--- src/design/gsrc_pkg.sv ---
// Package for the gear sensor range calibrator.
// Holds sizes, command and mode codes, sequencer states and shared structs.
// No dependencies.
package gsrc_pkg;

  localparam int GEARS       = 9;
  localparam int SENSORS     = 3;
  localparam int SAMPLE_BITS = 10;

  // Fixed port widths of the word fields
  localparam int KIND_W    = 3;
  localparam int GEAR_W    = 4;
  localparam int SAMPLE_W  = 10;
  localparam int MODE_W    = 3;
  localparam int OUTCOME_W = 2;

  localparam int SLOTS   = GEARS * SENSORS;
  localparam int SLOT_W  = $clog2(SLOTS);
  localparam int SENS_W  = (SENSORS > 1) ? $clog2(SENSORS) : 1;
  localparam int LAST_A  = SLOTS - SENSORS - 1;
  localparam int CHK_W   = SAMPLE_BITS + 5;

  localparam logic [KIND_W-1:0] KIND_START  = 3'd0;
  localparam logic [KIND_W-1:0] KIND_RECORD = 3'd1;
  localparam logic [KIND_W-1:0] KIND_STOP   = 3'd2;
  localparam logic [KIND_W-1:0] KIND_ABORT  = 3'd3;
  localparam logic [KIND_W-1:0] KIND_FINISH = 3'd4;

  localparam logic [OUTCOME_W-1:0] OUT_NONE = 2'd0;
  localparam logic [OUTCOME_W-1:0] OUT_PASS = 2'd1;
  localparam logic [OUTCOME_W-1:0] OUT_FAIL = 2'd2;

  typedef enum logic [MODE_W-1:0] {
    MODE_INITIAL   = 3'd0,
    MODE_WAITING   = 3'd1,
    MODE_RECORDING = 3'd2,
    MODE_CALIBRATE = 3'd3,
    MODE_ERROR     = 3'd4
  } mode_t;

  typedef enum logic [3:0] {
    S_IDLE,
    S_DECODE,
    S_WID_RD,
    S_WID_WR,
    S_CHK_RDA,
    S_CHK_RDB,
    S_CHK_EVAL,
    S_COPY_RD,
    S_COPY_WR,
    S_DONE
  } seq_state_t;

  typedef struct packed {
    logic [SAMPLE_BITS-1:0] lo;
    logic [SAMPLE_BITS-1:0] hi;
  } bound_t;

  localparam bound_t BOUND_RESET = '{lo: '1, hi: '0};

  typedef logic [SENSORS-1:0][SAMPLE_BITS-1:0] sample_arr_t;

  typedef struct packed {
    logic              clr;
    logic [SLOT_W-1:0] rd_addr;
    logic              wr_en;
    logic [SLOT_W-1:0] wr_addr;
    bound_t            wr_data;
    logic              live_we;
    logic [SLOT_W-1:0] live_addr;
  } store_ctl_t;

endpackage

--- src/design/gsrc_range_unit.sv ---
// Shared bound arithmetic: widen one bound pair by a sample, and check the
// separation of two adjacent gear ranges. Depends on gsrc_pkg.
module gsrc_range_unit (
  input  gsrc_pkg::bound_t                    a_i,
  input  gsrc_pkg::bound_t                    b_i,
  input  logic [gsrc_pkg::SAMPLE_BITS-1:0]    sample_i,
  output gsrc_pkg::bound_t                    widened_o,
  output logic                                fail_o
);

  logic signed [gsrc_pkg::CHK_W-1:0] ra;
  logic signed [gsrc_pkg::CHK_W-1:0] rb;
  logic signed [gsrc_pkg::CHK_W-1:0] gap;
  logic signed [gsrc_pkg::CHK_W-1:0] lhs;
  logic signed [gsrc_pkg::CHK_W-1:0] rhs;

  always_comb begin
    widened_o.lo = (sample_i < a_i.lo) ? sample_i : a_i.lo;
    widened_o.hi = (sample_i > a_i.hi) ? sample_i : a_i.hi;
  end

  // 5*gap >= 2*(ra+rb) is the fixed-point form of gap >= 0.8 * mean range
  always_comb begin
    ra  = $signed(gsrc_pkg::CHK_W'(a_i.hi)) - $signed(gsrc_pkg::CHK_W'(a_i.lo));
    rb  = $signed(gsrc_pkg::CHK_W'(b_i.hi)) - $signed(gsrc_pkg::CHK_W'(b_i.lo));
    gap = $signed(gsrc_pkg::CHK_W'(b_i.lo)) - $signed(gsrc_pkg::CHK_W'(a_i.hi));
    lhs = (gap <<< 2) + gap;
    rhs = (ra + rb) <<< 1;
    fail_o = (ra == '0) || (rb == '0) || (lhs < rhs);
  end

endmodule

--- src/design/gsrc_bound_store.sv ---
// Recorded bound memory with per-slot valid bits, plus the live mapping store.
// Depends on gsrc_pkg.
module gsrc_bound_store (
  input  logic                 clk,
  input  logic                 rst_n,
  input  gsrc_pkg::store_ctl_t ctl_i,
  output gsrc_pkg::bound_t     rd_data_o
);

  gsrc_pkg::bound_t         rec_mem  [gsrc_pkg::SLOTS];
  gsrc_pkg::bound_t         live_mem [gsrc_pkg::SLOTS];
  logic [gsrc_pkg::SLOTS-1:0] valid_r;
  gsrc_pkg::bound_t         rd_raw_r;
  logic                     rd_vld_r;

  always_ff @(posedge clk) begin
    if (ctl_i.wr_en) begin
      rec_mem[ctl_i.wr_addr] <= ctl_i.wr_data;
    end
    rd_raw_r <= rec_mem[ctl_i.rd_addr];
  end

  // Clear drops every slot back to its reset bounds at once
  always_ff @(posedge clk) begin
    if (!rst_n || ctl_i.clr) begin
      valid_r  <= '0;
      rd_vld_r <= 1'b0;
    end else begin
      if (ctl_i.wr_en) begin
        valid_r[ctl_i.wr_addr] <= 1'b1;
      end
      rd_vld_r <= valid_r[ctl_i.rd_addr];
    end
  end

  always_ff @(posedge clk) begin
    if (ctl_i.live_we) begin
      live_mem[ctl_i.live_addr] <= rd_data_o;
    end
  end

  assign rd_data_o = rd_vld_r ? rd_raw_r : gsrc_pkg::BOUND_RESET;

endmodule

--- src/design/gsrc_seq.sv ---
// Command sequencer: holds the mode, steps the shared range unit over the
// bound store for record and check, and copies bounds to the live store. Depends on gsrc_pkg.
module gsrc_seq (
  input  logic                               clk,
  input  logic                               rst_n,
  input  logic                               start_i,
  input  logic [gsrc_pkg::KIND_W-1:0]        kind_i,
  input  logic [gsrc_pkg::GEAR_W-1:0]        gear_i,
  input  gsrc_pkg::sample_arr_t              samples_i,
  input  logic                               out_free_i,
  input  gsrc_pkg::bound_t                   rd_data_i,
  input  gsrc_pkg::bound_t                   widened_i,
  input  logic                               fail_i,
  output logic                               idle_o,
  output logic                               done_o,
  output gsrc_pkg::mode_t                    mode_o,
  output logic [gsrc_pkg::OUTCOME_W-1:0]     outcome_o,
  output gsrc_pkg::store_ctl_t               ctl_o,
  output gsrc_pkg::bound_t                   unit_a_o,
  output logic [gsrc_pkg::SAMPLE_BITS-1:0]   unit_sample_o
);

  gsrc_pkg::seq_state_t                state_r, state_nxt;
  gsrc_pkg::mode_t                     mode_r, mode_nxt;
  logic [gsrc_pkg::OUTCOME_W-1:0]      outcome_r, outcome_nxt;
  logic [gsrc_pkg::KIND_W-1:0]         kind_r;
  logic [gsrc_pkg::GEAR_W-1:0]         gear_r;
  gsrc_pkg::sample_arr_t               samp_r;
  logic [gsrc_pkg::SLOT_W-1:0]         slot_r, slot_nxt;
  logic [gsrc_pkg::SENS_W-1:0]         sens_r, sens_nxt;
  gsrc_pkg::bound_t                    hold_r, hold_nxt;
  logic                                gear_ok;
  logic                                last_sens;
  logic                                last_a;
  logic                                last_slot;

  assign gear_ok   = int'(gear_r) < gsrc_pkg::GEARS;
  assign last_sens = sens_r == gsrc_pkg::SENS_W'(gsrc_pkg::SENSORS - 1);
  assign last_a    = slot_r == gsrc_pkg::SLOT_W'(gsrc_pkg::LAST_A);
  assign last_slot = slot_r == gsrc_pkg::SLOT_W'(gsrc_pkg::SLOTS - 1);

  always_comb begin
    state_nxt = state_r;
    case (state_r)
      gsrc_pkg::S_IDLE: begin
        if (start_i) state_nxt = gsrc_pkg::S_DECODE;
      end
      gsrc_pkg::S_DECODE: begin
        state_nxt = gsrc_pkg::S_DONE;
        if (kind_r == gsrc_pkg::KIND_RECORD && mode_r == gsrc_pkg::MODE_RECORDING &&
            gear_ok) begin
          state_nxt = gsrc_pkg::S_WID_RD;
        end else if (kind_r == gsrc_pkg::KIND_FINISH &&
                     mode_r == gsrc_pkg::MODE_CALIBRATE) begin
          state_nxt = gsrc_pkg::S_CHK_RDA;
        end
      end
      gsrc_pkg::S_WID_RD:  state_nxt = gsrc_pkg::S_WID_WR;
      gsrc_pkg::S_WID_WR: begin
        state_nxt = last_sens ? gsrc_pkg::S_DONE : gsrc_pkg::S_WID_RD;
      end
      gsrc_pkg::S_CHK_RDA: state_nxt = gsrc_pkg::S_CHK_RDB;
      gsrc_pkg::S_CHK_RDB: state_nxt = gsrc_pkg::S_CHK_EVAL;
      gsrc_pkg::S_CHK_EVAL: begin
        if (fail_i)      state_nxt = gsrc_pkg::S_DONE;
        else if (last_a) state_nxt = gsrc_pkg::S_COPY_RD;
        else             state_nxt = gsrc_pkg::S_CHK_RDA;
      end
      gsrc_pkg::S_COPY_RD: state_nxt = gsrc_pkg::S_COPY_WR;
      gsrc_pkg::S_COPY_WR: begin
        state_nxt = last_slot ? gsrc_pkg::S_DONE : gsrc_pkg::S_COPY_RD;
      end
      gsrc_pkg::S_DONE: begin
        if (out_free_i) state_nxt = gsrc_pkg::S_IDLE;
      end
      default: state_nxt = gsrc_pkg::S_IDLE;
    endcase
  end

  always_comb begin
    mode_nxt      = mode_r;
    outcome_nxt   = outcome_r;
    slot_nxt      = slot_r;
    sens_nxt      = sens_r;
    hold_nxt      = hold_r;
    ctl_o         = '0;
    ctl_o.rd_addr = slot_r;
    ctl_o.wr_addr = slot_r;
    ctl_o.wr_data = widened_i;
    ctl_o.live_addr = slot_r;
    unit_a_o      = rd_data_i;
    unit_sample_o = samp_r[sens_r];
    case (state_r)
      gsrc_pkg::S_DECODE: begin
        outcome_nxt = gsrc_pkg::OUT_NONE;
        case (kind_r)
          gsrc_pkg::KIND_START: begin
            ctl_o.clr = 1'b1;
            mode_nxt  = gsrc_pkg::MODE_WAITING;
          end
          gsrc_pkg::KIND_RECORD: begin
            if (mode_r == gsrc_pkg::MODE_WAITING) begin
              mode_nxt = gsrc_pkg::MODE_RECORDING;
            end
            slot_nxt = gsrc_pkg::SLOT_W'(int'(gear_r) * gsrc_pkg::SENSORS);
            sens_nxt = '0;
          end
          gsrc_pkg::KIND_STOP: begin
            if (mode_r == gsrc_pkg::MODE_RECORDING) mode_nxt = gsrc_pkg::MODE_WAITING;
          end
          gsrc_pkg::KIND_ABORT: begin
            if (mode_r != gsrc_pkg::MODE_INITIAL) begin
              ctl_o.clr = 1'b1;
              mode_nxt  = gsrc_pkg::MODE_INITIAL;
            end
          end
          gsrc_pkg::KIND_FINISH: begin
            if (mode_r == gsrc_pkg::MODE_WAITING) mode_nxt = gsrc_pkg::MODE_CALIBRATE;
            slot_nxt = '0;
          end
          default: ;
        endcase
      end
      gsrc_pkg::S_WID_WR: begin
        ctl_o.wr_en = 1'b1;
        slot_nxt    = slot_r + 1'b1;
        sens_nxt    = sens_r + 1'b1;
      end
      gsrc_pkg::S_CHK_RDB: begin
        ctl_o.rd_addr = gsrc_pkg::SLOT_W'(int'(slot_r) + gsrc_pkg::SENSORS);
        hold_nxt      = rd_data_i;
      end
      gsrc_pkg::S_CHK_EVAL: begin
        unit_a_o = hold_r;
        if (fail_i) begin
          mode_nxt    = gsrc_pkg::MODE_ERROR;
          outcome_nxt = gsrc_pkg::OUT_FAIL;
        end else if (last_a) begin
          slot_nxt = '0;
        end else begin
          slot_nxt = slot_r + 1'b1;
        end
      end
      gsrc_pkg::S_COPY_WR: begin
        ctl_o.live_we = 1'b1;
        if (last_slot) begin
          ctl_o.clr   = 1'b1;
          mode_nxt    = gsrc_pkg::MODE_INITIAL;
          outcome_nxt = gsrc_pkg::OUT_PASS;
        end else begin
          slot_nxt = slot_r + 1'b1;
        end
      end
      default: ;
    endcase
  end

  always_ff @(posedge clk) begin
    if (!rst_n) begin
      state_r <= gsrc_pkg::S_IDLE;
      mode_r  <= gsrc_pkg::MODE_INITIAL;
    end else begin
      state_r <= state_nxt;
      mode_r  <= mode_nxt;
    end
  end

  always_ff @(posedge clk) begin
    outcome_r <= outcome_nxt;
    slot_r    <= slot_nxt;
    sens_r    <= sens_nxt;
    hold_r    <= hold_nxt;
    if (start_i && state_r == gsrc_pkg::S_IDLE) begin
      kind_r <= kind_i;
      gear_r <= gear_i;
      samp_r <= samples_i;
    end
  end

  assign idle_o    = state_r == gsrc_pkg::S_IDLE;
  assign done_o    = (state_r == gsrc_pkg::S_DONE) && out_free_i;
  assign mode_o    = mode_r;
  assign outcome_o = outcome_r;

endmodule

--- src/design/gear_sensor_range_calibrator.sv ---
// Gear sensor range calibrator, top level.
// Depends on gsrc_pkg, gsrc_range_unit, gsrc_bound_store and gsrc_seq.
//
// Usage: each input word carries a command (in_kind), a gear slot
// (in_gear_index) and one ADC sample per sensor. Every accepted word yields
// exactly one result word: the mode after the command and the outcome of a
// calibration check (nothing, stored, failed). There is no configuration port.
//
// Flow: the block takes one word at a time and drops
// in_ready until that word's result sits in the output register. A plain
// command (start, stop, abort, no command, mode-only record or finish) goes
// straight from decode to done. A sample record runs the shared range unit
// once per sensor, a read and then a widened write-back, over the one read
// port of the bound memory. A finishing check reads both gears of each of the
// (GEARS-1)*SENSORS = 24 adjacent pairs, reading one, then the other, then
// evaluating, and on success copies the GEARS*SENSORS = 27 bound pairs into
// the live store, a read and a write each.
//
// Reset (rst_n low, synchronous) returns the mode to initial, marks every
// recorded bound as unwritten (reads as min 1023, max 0) and empties the
// output register, with no clearing pass.
// Stall: the output register holds a result until out_ready; a new word may
// be accepted meanwhile, and its result waits in the sequencer until the
// register frees.
module gear_sensor_range_calibrator (
  input  logic                              clk,
  input  logic                              rst_n,
  input  logic                              in_valid,
  output logic                              in_ready,
  input  logic [gsrc_pkg::KIND_W-1:0]       in_kind,
  input  logic [gsrc_pkg::GEAR_W-1:0]       in_gear_index,
  input  logic [gsrc_pkg::SAMPLE_W-1:0]     in_sample_0,
  input  logic [gsrc_pkg::SAMPLE_W-1:0]     in_sample_1,
  input  logic [gsrc_pkg::SAMPLE_W-1:0]     in_sample_2,
  output logic                              out_valid,
  input  logic                              out_ready,
  output logic [gsrc_pkg::MODE_W-1:0]       out_mode,
  output logic [gsrc_pkg::OUTCOME_W-1:0]    out_outcome
);

  gsrc_pkg::sample_arr_t               samples;
  gsrc_pkg::store_ctl_t                store_ctl;
  gsrc_pkg::bound_t                    rd_data;
  gsrc_pkg::bound_t                    unit_a;
  gsrc_pkg::bound_t                    widened;
  logic [gsrc_pkg::SAMPLE_BITS-1:0]    unit_sample;
  logic                                unit_fail;
  logic                                seq_idle;
  logic                                seq_done;
  gsrc_pkg::mode_t                     seq_mode;
  logic [gsrc_pkg::OUTCOME_W-1:0]      seq_outcome;
  logic                                out_free;
  logic                                out_valid_r, out_valid_nxt;
  logic [gsrc_pkg::MODE_W-1:0]         out_mode_r;
  logic [gsrc_pkg::OUTCOME_W-1:0]      out_outcome_r;

  // Only the low SAMPLE_BITS of each sample take part
  assign samples[0] = gsrc_pkg::SAMPLE_BITS'(in_sample_0);
  assign samples[1] = gsrc_pkg::SAMPLE_BITS'(in_sample_1);
  assign samples[2] = gsrc_pkg::SAMPLE_BITS'(in_sample_2);

  assign in_ready = seq_idle;
  assign out_free = !out_valid_r || out_ready;

  gsrc_seq u_seq (
    .clk           (clk),
    .rst_n         (rst_n),
    .start_i       (in_valid),
    .kind_i        (in_kind),
    .gear_i        (in_gear_index),
    .samples_i     (samples),
    .out_free_i    (out_free),
    .rd_data_i     (rd_data),
    .widened_i     (widened),
    .fail_i        (unit_fail),
    .idle_o        (seq_idle),
    .done_o        (seq_done),
    .mode_o        (seq_mode),
    .outcome_o     (seq_outcome),
    .ctl_o         (store_ctl),
    .unit_a_o      (unit_a),
    .unit_sample_o (unit_sample)
  );

  gsrc_bound_store u_store (
    .clk       (clk),
    .rst_n     (rst_n),
    .ctl_i     (store_ctl),
    .rd_data_o (rd_data)
  );

  // Operand b is always the word just read: gear g+1 during a check
  gsrc_range_unit u_unit (
    .a_i       (unit_a),
    .b_i       (rd_data),
    .sample_i  (unit_sample),
    .widened_o (widened),
    .fail_o    (unit_fail)
  );

  // Output register: load on completion, hold while the receiver stalls
  always_comb begin
    out_valid_nxt = out_valid_r;
    if (seq_done)       out_valid_nxt = 1'b1;
    else if (out_ready) out_valid_nxt = 1'b0;
  end

  always_ff @(posedge clk) begin
    if (!rst_n) begin
      out_valid_r <= 1'b0;
    end else begin
      out_valid_r <= out_valid_nxt;
    end
  end

  always_ff @(posedge clk) begin
    if (seq_done) begin
      out_mode_r    <= seq_mode;
      out_outcome_r <= seq_outcome;
    end
  end

  assign out_valid   = out_valid_r;
  assign out_mode    = out_mode_r;
  assign out_outcome = out_outcome_r;

endmodule

--- config.mk ---
export PLATFORM = sky130hd
export DESIGN_NAME = gear_sensor_range_calibrator
export DESIGN_NICKNAME = d
export VERILOG_FILES = /design/src/design/gsrc_pkg.sv /design/src/design/gsrc_range_unit.sv /design/src/design/gsrc_bound_store.sv /design/src/design/gsrc_seq.sv /design/src/design/gear_sensor_range_calibrator.sv
export SDC_FILE = /design/constraint.sdc
export NUM_CORES = 1
export LEC_CHECK = 0
export BUFFER_PORTS_ARGS = -buffer_cell sky130_fd_sc_hd__buf_2
export CAP_MARGIN = 20
export CORE_MARGIN = 2
export CORE_UTILIZATION = 55
export DETAILED_ROUTE_END_ITERATION = 8
export GPL_TIMING_DRIVEN = 1
export MAX_ROUTING_LAYER = met4
export PLACE_DENSITY = 0.71
export SYNTH_ARGS = -nofsm -noshare
export SYNTH_HDL_FRONTEND = slang
export SYNTH_SLANG_ARGS = --single-unit
--- constraint.sdc ---
create_clock -name clk -period 7 [get_ports clk]
set_clock_uncertainty 0.15 [all_clocks]
set_input_delay 0.35 -clock clk [delete_from_list [all_inputs] [get_ports clk]]
set_output_delay 0.35 -clock clk [all_outputs]
set_load 0.02 [all_outputs]
# Yosys cells after proc, flatten, opt, wreduce, memory -nomap -nowiden
# Memories as Yosys holds them, arrays and structs flattened. A register that Yosys moved wholly into a read port is not among the register bits.
# Cells that the tools add are included.
classes:
  add_sub_neg: 8
  mul: 1
  div_mod_pow: 0
  n_lt_le_gt_ge: 8
  n_eq_ne: 32
  shift: 0
  n_mux: 47
  bitwise_logic: 1
  n_reduce_logical: 26
ops:
  columns: ["cell", "count"]
  rows:
  - ["$mux 20", 2]
  - ["$pmux 4 s10", 1]
  - ["$sub 10x10->11", 3]
  - ["$logic_not 15->1", 2]
  - ["$mux 10", 3]
  - ["$mux 4", 7]
  - ["$or 27x27->27", 1]
  - ["$bmux 10 s2", 1]
  - ["$mux 5", 4]
  - ["$pmux 5 s4", 1]
  - ["$mux 3", 6]
  - ["$eq 4x3->1 const B", 4]
  - ["$add 15x15->15", 1]
  - ["$lt 15x15->1", 1]
  - ["$pmux 3 s5", 1]
  - ["$add 11x11->12", 1]
  - ["$eq 3x2->1 const B", 4]
  - ["$lt 5x6->1 const B", 2]
  - ["$eq 5x5->1 const B", 2]
  - ["$gt 10x10->1", 1]
  - ["$lt 10x10->1", 1]
  - ["$pmux 5 s2", 1]
  - ["$mux 1", 9]
  - ["$pmux 3 s3", 1]
  - ["other kinds (37)", 63]
totals:
  reg_bits: 107
  latchBits: 0
  ramBits: 540
  romBits: 0
  input_bits: 41
  out_inout_bits: 7
  wordCells: 141
  memories: 1
memory_table:
  columns: ["name", "words", "width", "read_ports", "rd_ports_with_merged_regs", "wr", "line", "text"]
  rows:
  - ["u_store.rec_mem", 27, 20, 1, 1, 1, "gsrc_bound_store.sv:10", "gsrc_pkg::bound_t rec_mem [gsrc_pkg::SLOTS];"]

# Longest topological paths before layout
depth:
  ltp_word: 8
  depth_mapped: 37
  mapped_depth_nobuf: 32

# Modules after synthesis
# A second synthesis with hierarchy kept.
hier_totals:
  cells_unflattened: 2004
  area_unflattened_um2: 30246.5
by_module_without_submodules:
  columns: ["mod", "n_inst", "cells_each", "area_each_um2", "seq_area_each_um2"]
  rows:
  - ["gsrc_bound_store", 1, 1156, 22685.5, 17176.5]
  - ["gsrc_seq", 1, 340, 3749.8, 2122.0]
  - ["gsrc_range_unit", 1, 499, 3612.2, 0.0]
  - ["gear_sensor_range_calibrator", 1, 9, 198.9, 170.2]

# Worst setup path before layout
# OpenSTA, ideal clock, no wires.
synth_timing:
  kind: "reg-to-reg"
  from: "reg u_seq.state_r[0]"
  to: "reg u_seq.slot_r[0] in the netlist's numbering, enable pin"
  setup_time_ns: 0.375
  arrival_time_ns: 6.310
  required_ns: 6.475
  path_slack_ns: 0.165
  path_stages_with_launch: 33
  path_buffers: 5
  period_less_slack_ns: 6.835
  cell_sequence: "dfxtp_1 > buf_4 > nand4bb_1 > buf_6 > inv_1 > buf_2 > buf_1 > buf_1 > nor2_1 > a21oi_1 > ha_1 > inv_1 > fa_1 > a211oi_1 > nor3_1 > o311ai_0 > o21ai_0 > xor2_1 > ha_1 > o21a_1 > o21ai_0 > o21ai_0 > nand2_1 > a31oi_1 > ha_1 > nor4b_1 > nand3_1 > a21oi_1 > o21ai_0 > o211ai_1 > a31oi_1 > a21oi_1 > nor3b_1"
synth_via:
  elab_chain_cells: 8
  elab_cells_between_ends: 18
  classes_between: "add/sub (4); order compare (1); eq/ne (7); mux (1); reduce/logical (5)"
synth_lines:
  columns: ["item", "line", "text"]
  rows:
  - ["from (decl)", "gsrc_seq.sv:23", "gsrc_pkg::seq_state_t state_r, state_nxt;"]
  - ["from (signal assigned)", "gsrc_seq.sv:160", "state_r <= gsrc_pkg::S_IDLE;"]
  - ["from (signal assigned)", "gsrc_seq.sv:163", "state_r <= state_nxt;"]
  - ["$eq 4x3->1", "gsrc_seq.sv:93", "case (state_r)"]
  - ["$mux 20", "gsrc_seq.sv:93", null]
  - ["$sub 10x10->11 (on tied branches)", "gsrc_range_unit.sv:26, gsrc_range_unit.sv:24", null]
  - ["$add 15x15->15, or another cell as far along", "gsrc_range_unit.sv:27", "lhs = (gap <<< 2) + gap;"]
  - ["$lt 15x15->1 or $logic_or 1x1->1 (tied branches)", "gsrc_range_unit.sv:29", "fail_o = (ra == '0) || (rb == '0) || (lhs < rhs);"]
  - ["$logic_or 1x1->1", "gsrc_range_unit.sv:29", null]
  - ["$ne 2x2->1 (no source line)", null, null]
  - ["$reduce_and 4->1 (no source line) (*)", null, null]
  - ["to (signal assigned)", "gsrc_seq.sv:170", "slot_r <= slot_nxt;"]
  - ["to (decl)", "gsrc_seq.sv:29", "logic [gsrc_pkg::SLOT_W-1:0] slot_r, slot_nxt;"]
# Every way passes the cells marked *; elsewhere a longest branch is shown, timed or not.
# A chain may end at the register's enable or synchronous reset.

# Worst setup path in the final report
# Ends and elaborated chain as after synthesis.

==> run metrics <==
status finished, final reports clean; Inst Count DP 2583; Post-Route WL 67.58 mm; Max Slew Vio Count 0; CTS Buf Count 70; sequential cell area fraction in the yosys report 0.6664; cell area power density 324.2 nW/um^2; Worst slew margin 0.3335; area grow syn2layout 14.24%; Worst Hold Path EP u_seq.state_r[0]; ranking of synthesized cells by area edfxtp_1, mux4_2, dfxtp_1, ha_1, mux2i_1; DRC marker count from the first detailed-route iteration 1545; DR vias 16640; GRT met1 Usage 0.3435; First-pass DRT Iterations 6; gr busiest metal met2; crit start category flop; row count 84; routed vias/inst 6.050; RR Endpoint u_seq.slot_r[0]; largest area contributor in the netlist edfxtp_1; syn_area_per_cell 15.78 um^2; Util after Layout 0.6351; final std cells w/o fill 2751; global-route wire length before repair 102.2 mm; R2R depth 31; grt met3 use 0.04445; Wirelength per Cell 24.56 um; leading cell types by count after synthesis edfxtp_1, mux4_2, nand2_1, nor2_1, o21ai_0; most common cell in the synthesized netlist edfxtp_1; largest fanout on the critical path 5; Data required, critical path 7.21 ns; post-route ant nets 0; Initial Utilization 0.5560; Ys Warns 0; DP HPWL 40.57 mm; # IOs 48; CP Class reg -> reg; Critical-path top delay cell maj3_1; number of port buffers 47; crit path launch u_seq.state_r[0]; pin count of the biggest net entering global routing 112; met2 usage 0.4213; gp weighted congestion 0.9022; final setup vio count 0; DIE HEIGHT 234.5 um; VDD IR-drop max 0.2148 mV; initial antenna violation count 1; Yosys top cell area share 0.6280; CTS H-Tree Depth 3; fin nets 2133; core area 52550 um^2; Root Driver clkbuf_16; arrival time at the worst endpoint 6.68 ns; DRC Markers 0; RSZ-0062 raised after global routing false; hold path start out_ready; Max Cap Viol 0; RR Startpoint u_seq.state_r[0]; ant diodes 0; layout cells sized above 1 0.2079; WHS Path Cells 3; Unique masters post-synth 72; FMAX 0.1545 GHz; CP peak stage delay 0.37 ns; Overall Global Routing Usage 0.2629; worst hold path class in -> reg; Post-synth EDFFs 611; Final Hold Viols 0; final instance area 33380 um^2; minimum clock period 6.472 ns; actual slew at the worst max-slew pin 0.9960 ns; Net Count, Synth 1975; post-synthesis register bit count 667; CTS tree done; post-place setup slack 0.1879 ns; Die ar. 54980 um^2; clock transition at the registers of the reported paths 0.06 ns; setup_tns 0 ns; Num Clock Sinks 667; Final period util 0.9246; Setup crit end kind flop; DP Area 30760 um^2; Mapped Cells 1851; Main synth FF type edfxtp_1; Syn Std Cell Area 29220 um^2; total gr overflow 0; post-synthesis async set-or-reset flop share 0; Skew-Pair Late Insertion Delay 0.61 ns; vias in the first global route 16990; Leak 11.82 nW; final critical-path setup slack 0.5277 ns; clk buf depth 3; R2R Setup Slk 0.53 ns; Die Width 234.5 um
==> timing repair <==
item                                    in CTS  in global routing
resized for setup                            0                  2
buffers inserted                             0                  1
hold endpoints to repair                    45                  0
endpoints found under the setup margin       0                  5
hold buffers                                39                  0
==> routing by layer <==
layer / vias up / wire, um
met5: - / 0
met4: 0 / 1999
met3: 130 / 4708
met2: 690 / 33160
met1: 8368 / 27710
li1: 7455 / -
==> worst max-delay path by stage <==
| stage | endpoint | slack (ns) | cells after the start |
|---|---|---|---|
| 4_1_cts | u_seq.slot_r[4] | 0.13 | 25 |
| 2_1_floorplan | u_seq.slot_r[0] | 0.16 | 32 |
| 5_1_grt | u_seq.slot_r[4] | 0.07 | 31 |
| 3_5_place_dp | u_seq.slot_r[3] | 0.19 | 25 |
| 3_3_place_gp | u_seq.slot_r[1] | 0.36 | 25 |
| 6_report | u_seq.slot_r[0] | 0.53 | 31 |
==> placed cells by master (no fill, tap or decap), types with 14 or more instances in the layout <==
cell type / instances
edfxtp_1: 611
mux4_2: 147
nand2_1: 133
o21ai_0: 106
nor2_1: 103
inv_1: 82
ha_1: 79
clkbuf_16: 70
buf_4: 68
a21oi_1: 63
dfxtp_1: 56
mux2i_1: 53
buf_2: 47
dlygate4sd3_1: 39
nor2b_1: 28
xnor2_1: 28
nand2b_1: 27
nor2_2: 26
clkbuf_1: 22
xor2_1: 19
mux2i_2: 18
a21o_1: 16
nand3_1: 15
nor3_1: 14
==> worst max-delay path, delay by kind of cell, from the launching register on <==
kind	cells	cell delay (ns)
AO/OA/AOI/OAI	13	2.18
buffers and inverters	3	0.46
adder cells (fa/ha/maj)	6	1.80
flip-flops	1	0.30
XOR/XNOR	1	0.18
AND/OR/NAND/NOR	8	1.17
==> registers in the layout, indices dropped and copies added, names as in the netlist <==
| name | flops |
|---|---|
| out_outcome | 2 |
| u_seq.mode_o | 3 |
| u_seq.gear_r | 4 |
| u_seq.kind_r | 3 |
| u_seq.hold_r | 20 |
| out_mode | 3 |
| out_valid | 1 |
| u_store.rd_raw_r | 20 |
| u_seq.samp_r | 30 |
| u_seq.outcome_o | 2 |
| u_store.rec_mem | 540 |
| u_seq.slot_r | 5 |
| u_seq.sens_r | 2 |
| u_store.valid_r | 27 |
| u_store.rd_vld_r | 1 |
| u_seq.state_r | 4 |
==> through the flow <==
stage / total power (W) / hold WS [ns]
finish: 0.01082 / 0.09723
CTS: 0.01089 / 0.06962
detailed placement: 0.007298 / 0.2815
floorplan: 0.006545 / 0.2503
global placement: 0.007244 / 0.2760
global route: 0.01132 / 0.1064
==> power breakdown <==
part	leakage (nW)	switching, W	internal (W)
clock network	1.06	0.00149	0.00207
logic	4.72	0.00146	0.00103
registers	6.04	0.0000874	0.00467
total	11.8	0.00304	0.00778
==> kinds of logic (layout without fill, tap and decap cells) <==
kind of cell,Yosys count,in the layout,synth area share
DFF,667,667,0.6664
and+or+nand+nor,396,396,0.06261
AOI/OAI and AO/OA,268,268,0.05512
muxes,220,220,0.1388
buffers and inverters,156,368,0.02180
adders and majority gates,93,93,0.04004
xor gates and xnor gates,51,51,0.01529
==> layout make-up <==
type                    instances  area, um^2
clock buffers                  95        1876
clock inverters                31       317.8
fillers                      3681       19170
inverters                      83       311.5
multi-input cells            1028        9331
flip-flops and latches        667       19470
well taps                     688       860.8
repair buffers                159        1210
No activity file was read; power rests on OpenSTA's default activity.
